**src/hdl/pidc_pkg.sv**
```systemverilog
// Shared types, constants and arithmetic helpers for the PID step block.
package pidc_pkg;

  localparam int DATA_W    = 32;
  localparam int GAIN_W    = 24;
  localparam int DT_W      = 16;
  localparam int CFG_IDX_W = 3;
  localparam int FRAC_W    = 16;
  localparam int MUL_A_W   = 41;
  localparam int PROD_W    = 66;
  localparam int T_W       = 40;
  localparam int DIFF_W    = 33;
  localparam int NUM_W     = 56;
  localparam int DIV_CNT_W = 5;
  localparam logic [DIV_CNT_W-1:0] DIV_ITER = DIV_CNT_W'(NUM_W / 2);

  localparam logic [CFG_IDX_W-1:0] REG_P_GAIN        = 3'd0;
  localparam logic [CFG_IDX_W-1:0] REG_I_GAIN        = 3'd1;
  localparam logic [CFG_IDX_W-1:0] REG_D_GAIN        = 3'd2;
  localparam logic [CFG_IDX_W-1:0] REG_SAMPLE_PERIOD = 3'd3;
  localparam logic [CFG_IDX_W-1:0] REG_SETPOINT      = 3'd4;

  localparam logic [DT_W-1:0] DT_RESET = 16'hFFFF;

  localparam logic signed [PROD_W-1:0] S32_MAX = 66'sd2147483647;
  localparam logic signed [PROD_W-1:0] S32_MIN = -66'sd2147483648;
  localparam logic signed [DATA_W-1:0] OUT_MAX = 32'sh7FFFFFFF;
  localparam logic signed [DATA_W-1:0] OUT_MIN = 32'sh80000000;

  typedef enum logic [3:0] {
    ST_IDLE,
    ST_MUL_P,
    ST_MUL_I,
    ST_MUL_D,
    ST_MUL_T,
    ST_INTEG,
    ST_DIV_WAIT,
    ST_FIN_D,
    ST_EMIT
  } state_t;

  typedef enum logic [1:0] {
    MUL_P,
    MUL_I,
    MUL_D,
    MUL_T
  } mul_sel_t;

  typedef struct packed {
    logic     load_err;
    logic     take_diff;
    mul_sel_t mul_sel;
    logic     take_p;
    logic     take_t;
    logic     div_start;
    logic     take_int;
    logic     take_d;
    logic     emit;
  } dp_cmd_t;

  typedef struct packed {
    logic div_busy;
    logic out_full;
  } dp_status_t;

  function automatic logic signed [DATA_W-1:0] sat32(input logic signed [PROD_W-1:0] v);
    logic signed [DATA_W-1:0] r;
    if (v > S32_MAX) begin
      r = OUT_MAX;
    end else if (v < S32_MIN) begin
      r = OUT_MIN;
    end else begin
      r = v[DATA_W-1:0];
    end
    return r;
  endfunction

  // one restoring step: returns {quotient bit, new remainder}
  function automatic logic [DT_W:0] div_step(input logic [DT_W-1:0] rem,
                                             input logic            din,
                                             input logic [DT_W-1:0] dv);
    logic [DT_W:0] sh;
    logic [DT_W:0] r;
    sh = {rem, din};
    if (sh >= {1'b0, dv}) begin
      sh = sh - {1'b0, dv};
      r  = {1'b1, sh[DT_W-1:0]};
    end else begin
      r  = {1'b0, sh[DT_W-1:0]};
    end
    return r;
  endfunction

endpackage

```
**src/hdl/pidc_ctrl.sv**
```systemverilog
// Sequencer for one PID step: multiplier schedule, divider wait, result hand-off.
module pidc_ctrl (
  input  logic                 clk,
  input  logic                 rst_n,
  input  logic                 in_valid,
  output logic                 in_stall,
  input  pidc_pkg::dp_status_t status,
  output pidc_pkg::dp_cmd_t    cmd
);
  import pidc_pkg::*;

  state_t state_r;
  state_t state_nxt;

  always_ff @(posedge clk) begin
    if (!rst_n) begin
      state_r <= ST_IDLE;
    end else begin
      state_r <= state_nxt;
    end
  end

  always_comb begin
    state_nxt     = state_r;
    cmd           = '0;
    cmd.mul_sel   = MUL_P;
    in_stall      = 1'b1;
    unique case (state_r)
      ST_IDLE: begin
        in_stall = 1'b0;
        if (in_valid) begin
          cmd.load_err = 1'b1;
          state_nxt    = ST_MUL_P;
        end
      end
      ST_MUL_P: begin
        cmd.mul_sel   = MUL_P;
        cmd.take_diff = 1'b1;
        state_nxt     = ST_MUL_I;
      end
      ST_MUL_I: begin
        cmd.mul_sel = MUL_I;
        cmd.take_p  = 1'b1;
        state_nxt   = ST_MUL_D;
      end
      ST_MUL_D: begin
        cmd.mul_sel = MUL_D;
        cmd.take_t  = 1'b1;
        state_nxt   = ST_MUL_T;
      end
      ST_MUL_T: begin
        // product register holds the derivative numerator here
        cmd.mul_sel   = MUL_T;
        cmd.div_start = 1'b1;
        state_nxt     = ST_INTEG;
      end
      ST_INTEG: begin
        cmd.take_int = 1'b1;
        state_nxt    = ST_DIV_WAIT;
      end
      ST_DIV_WAIT: begin
        if (!status.div_busy) begin
          state_nxt = ST_FIN_D;
        end
      end
      ST_FIN_D: begin
        cmd.take_d = 1'b1;
        state_nxt  = ST_EMIT;
      end
      ST_EMIT: begin
        if (!status.out_full) begin
          cmd.emit  = 1'b1;
          state_nxt = ST_IDLE;
        end
      end
      default: begin
        state_nxt = ST_IDLE;
      end
    endcase
  end

endmodule

```
**config.mk**
```make
export PLATFORM = sky130hd
export DESIGN_NAME = pidc_ctrl
export DESIGN_NICKNAME = d
export VERILOG_FILES = /design/src/hdl/pidc_pkg.sv /design/src/hdl/pidc_ctrl.sv
export SDC_FILE = /design/constraint.sdc
export NUM_CORES = 1
export LEC_CHECK = 0
export BUFFER_PORTS_ARGS = -buffer_cell sky130_fd_sc_hd__buf_4
export CORE_AREA = 2 2 39 41
export CTS_CLUSTER_SIZE = 12
export DETAILED_ROUTE_END_ITERATION = 16
export DIE_AREA = 0 0 41 43
export PLACE_DENSITY_LB_ADDON = 0.12
export SLEW_MARGIN = 0
export SYNTH_ARGS = -nofsm -noshare
export SYNTH_HDL_FRONTEND = slang
export SYNTH_SLANG_ARGS = --single-unit
export TNS_END_PERCENT = 30
```
**constraint.sdc**
```tcl
create_clock -name clk -period 1.56 [get_ports clk]
set_input_delay 0.39 -clock clk [delete_from_list [all_inputs] [get_ports clk]]
set_output_delay 0.39 -clock clk [all_outputs]
set_load 0.02 [all_outputs]
```
Word level (Yosys, flattened, before mapping)
Index checks and enable logic that the tools add are counted.
- output and inout bits: 11
- logic and storage cells: 30
- input port bits: 5
- bits in registers: 4
- equal/unequal tests: 11
- muxes and demuxes: 16
- reductions and logical operators: 2
- operator list (cell ; count):
    case mux 4 bit (9 select lines) ; 1
    == test 4 x 3 -> 1 bit, second input constant ; 4
    two-way mux 4 bit ; 3
    two-way mux 1 bit ; 11
    == test 4 x 2 -> 1 bit, second input constant ; 2
    inequality test 2 bit, second input constant ; 3
    case mux 2 bit (3 select lines) ; 1
    == test 4 x 1 -> 1 bit, second input constant ; 1
    == test 4 bit, second input constant ; 1
    logical NOT 4 bit ; 1
    AND reduction 3 bit ; 1

Logic depth before layout (Yosys ltp)
- depth in word-level cells: 3
- gate-level depth with buffers: 4
- mapped depth without buffers: 3

Worst setup path before layout
OpenSTA, ideal clock, no wires.
- kind: reg-to-output
- from: reg state_r[2]
- to: out cmd[7] (netlist bit)
- path slack: 0.012 ns
- path buffers: 1
- arrival: 1.158 ns
- cell stages (with the launch flop): 5
- required time: 1.170 ns
- cell sequence: dfxtp_1 -> buf_2 -> nand2b_4 -> nor3_2 -> or2_1
- RTL lines (item ; line ; text):
    from (decl) ; pidc_ctrl.sv:12 ; state_t state_r;
    from (signal assigned) ; pidc_ctrl.sv:19 ; state_r <= state_nxt;
    to (decl) ; pidc_ctrl.sv:8 ; output pidc_pkg::dp_cmd_t cmd

==> out/qor.yml <==
timing:
  period_needed_ns: 1.55
  hold_violations: 0
  clock.fmax_mhz: 645
  period_share: 0.994
  rsz0062_at_grt: "yes"
  skew_ns: 0.00335
  finalHoldWorstSlack_ns: 0.371
  setup_viol: 0
  tightest_slew_ns: 0.270
  worst_slew_margin_rel: 0.819
  layout_setup_ws_ns: 0.0100
  finalMaxSlewViolations: 0
synth:
  synth_top_cell_area_share: 0.270
  synth_compound_area_frac: 0.0928
  synth_top_family_by_area: "simple AND/OR/NAND/NOR gates"
  ys_seq_area_frac: 0.270
  postSynthAreaPerCell_sq_um: 8.72
  synthMuxAreaShare: 0
  synthDistinctLibCells: 22
  synth_fp_nets: 39
  synth-simple-area-share: 0.540
  synth_area_sq_um: 297
  syn_inst: 34
  synth_top_area_cell: "dfxtp_1"
  ys_ff_latch: 4
  synthAdderAreaFrac: 0
  synth.top_cells.by_area: "dfxtp_1 27%, nor3_2 10%, and4b_1 6.8%, nand2b_1 6.3%, a2111oi_2 5.1%"
  synthXorXnorAreaFrac: 0.0295
  ys_warn_count: 0
clock_tree:
  cts_sinks: 4
  clockBufferDepth: 2
  h-tree-depth: 1
  cts_hold_buf: 0
  clk_pin_slew_ns: 0.04
  clkLatencyLatePin_ns: 0.23
  numCtsBuffers: 3
  cts_tree: "built"
  cts-root-buf: "clkbuf_4"
worst_setup_path:
  path_buf_inv: 1
  path_max_fanout: 7
  slowest_stage: "dfxtp_4"
  endpoint_kind: "primary output"
  crit_chain: "nand2_2, nor3_4, or2_1, buf_6"
  rrSetupSlack_ns: 0.46
  required_ns: 1.17
  cpPeakStageDelay_ns: 0.38
  cp.depth: 4
  start_kind: "register"
  worstSetupPathType: "reg2out"
  path_delay_family: "simple AND/OR/NAND/NOR gates"
  reg2regPathDepth: 4
  arrival_ns: 1.16
pwr:
  intPower_mw: 0.262
  p_sw_frac: 0.317
  p_per_area_nw_per_um2: 704
  p_clk_frac: 0.328
  combPwrFrac: 0.345
  peakVddDrop_mv: 0.361
  switching_power_mw: 0.121
  power_mw: 0.383
  seqPwrFrac: 0.327
  p_leak_nw: 0.249
cells_and_area:
  final_nets: 62
  largest_reg_flops: 4
  syn_to_final_growth_pct: 83.5
  regMostFlops: "state_r"
  layout.cells.most_common: "buf_4"
  multi_input_area_sq_um: 240
  top_regs: "state_r (4)"
  final_area_sq_um: 544
  postLayoutCoreUtil: 0.393
  nFillCells: 154
  register_area_sq_um: 92.6
  final_cell_mix: "16 x buf_4, 4 x buf_6, 3 x nor3_4, 3 x clkbuf_4, 3 x dfxtp_4"
  diodes: 0
  drive_gt1_frac: 0.727
status:
  status: "completed"
place:
  gp_congestion: 0.729
  dpl_cell_area_sq_um: 435
  dp_slack_ns: 0.0657
  place_hpwl_microns: 625
  numPortBuffers: 15
route:
  drtIter0Drc: 1
  wl_per_cell_microns: 11.4
  routed_wl_microns: 807
  drt-pass1-iter-count: 3
  via_count: 318
  drc: 0
  postRouteAntennaNets: 0
  vias_per_cell: 4.48
job:
  cap_viol_max_count: 0
die:
  die_y_microns: 43
  initial_core_util: 0.214
  core_sq_um: 1380
  die_w_microns: 41
  rows: 14
  fp.dieArea_sq_um: 1760
  num_io_pins: 16
global_routing:
  grt_pass1_wl_mm: 1.28
  grt_max_degree: 8
  antenna_found_initial: 0
  grt_util_all_layers: 0.115
  grt_pass1_vias: 319
  grt.overflow.total: 0
hold_path:
  holdPathStages: 2
  min_path_type: "in2reg"
==> worst reg2reg max path, cell delays in order, from the launching register on <==
cell       delay [ns]
dfxtp_4          0.36
buf_4            0.15
nor2b_1          0.06
a2111oi_2        0.33
nor4_1           0.08
==> through the flow <==
stage                     cells  setup TNS (ns)
after floorplan              34               0
after global placement       66               0
after detailed placement     66               0
after CTS                    71       -0.000740
after global routing         71         -0.0776
final                        71               0
==> timing repair <==
action / CTS / global route
cloned: 0 / 0
pin swaps: 2 / 0
endpoints found under the setup margin: 9 / 4
setup buffers: 2 / 0
resized for setup: 14 / 5
==> power by group through the flow <==
stage	Clock, mW	Combinational (mW)	Sequential, mW
floorplan	0	0.0673	0.120
global placement	0	0.112	0.124
detailed placement	0	0.114	0.125
CTS	0.138	0.125	0.124
global route	0.144	0.142	0.127
finish	0.126	0.132	0.125
==> per-layer routing <==
layer  global-route usage  vias to the layer above  part of all wire
met5                    0                        -                 0
met4                0.120                        0                 0
met3               0.0209                        0             0.061
met2                0.169                       11              0.55
met1                0.125                      145              0.39
li1                     -                      162                 -
==> synthesized netlist by cell type <==
library cell and n:
dfxtp_1 4, and4b_1 2, nand2_1 1, nor3_1 1, buf_6 1, xor2_1 1, and3_1 1, nor4_1 1
nor2_2 2, nand2_2 1, nor2b_1 1, or2_1 2, nand2b_1 3, buf_2 1, inv_1 1, nor3_2 3
o21a_1 1, and3_2 1, a21oi_1 1, nand2b_4 1, a2111oi_2 1, nor2_1 3
==> final timing paths <==
check | start | to
worst min-delay path | rst_n | state_r[3]
worst max register to register | state_r[3] | state_r[0]
worst max-delay path | state_r[1] | cmd[7]
worst min register to register | state_r[0] | state_r[0]
==> cells by family after synthesis <==
| group | count (synthesis) |
|---|---|
| buf+inv | 3 |
| simple gates | 23 |
| flops | 4 |
| xor+xnor | 1 |
| compound gates | 3 |
==> final cells by class <==
| type | count | area share |
|---|---|---|
| sequential | 4 | 0.170 |
| clock buffer | 3 | 0.0414 |
| inverter | 1 | 0.00690 |
| tap | 16 | 0.0368 |
| timing repair buffer | 20 | 0.303 |
| multi-input combinational | 27 | 0.441 |
No activity file was read; power rests on OpenSTA's default activity.
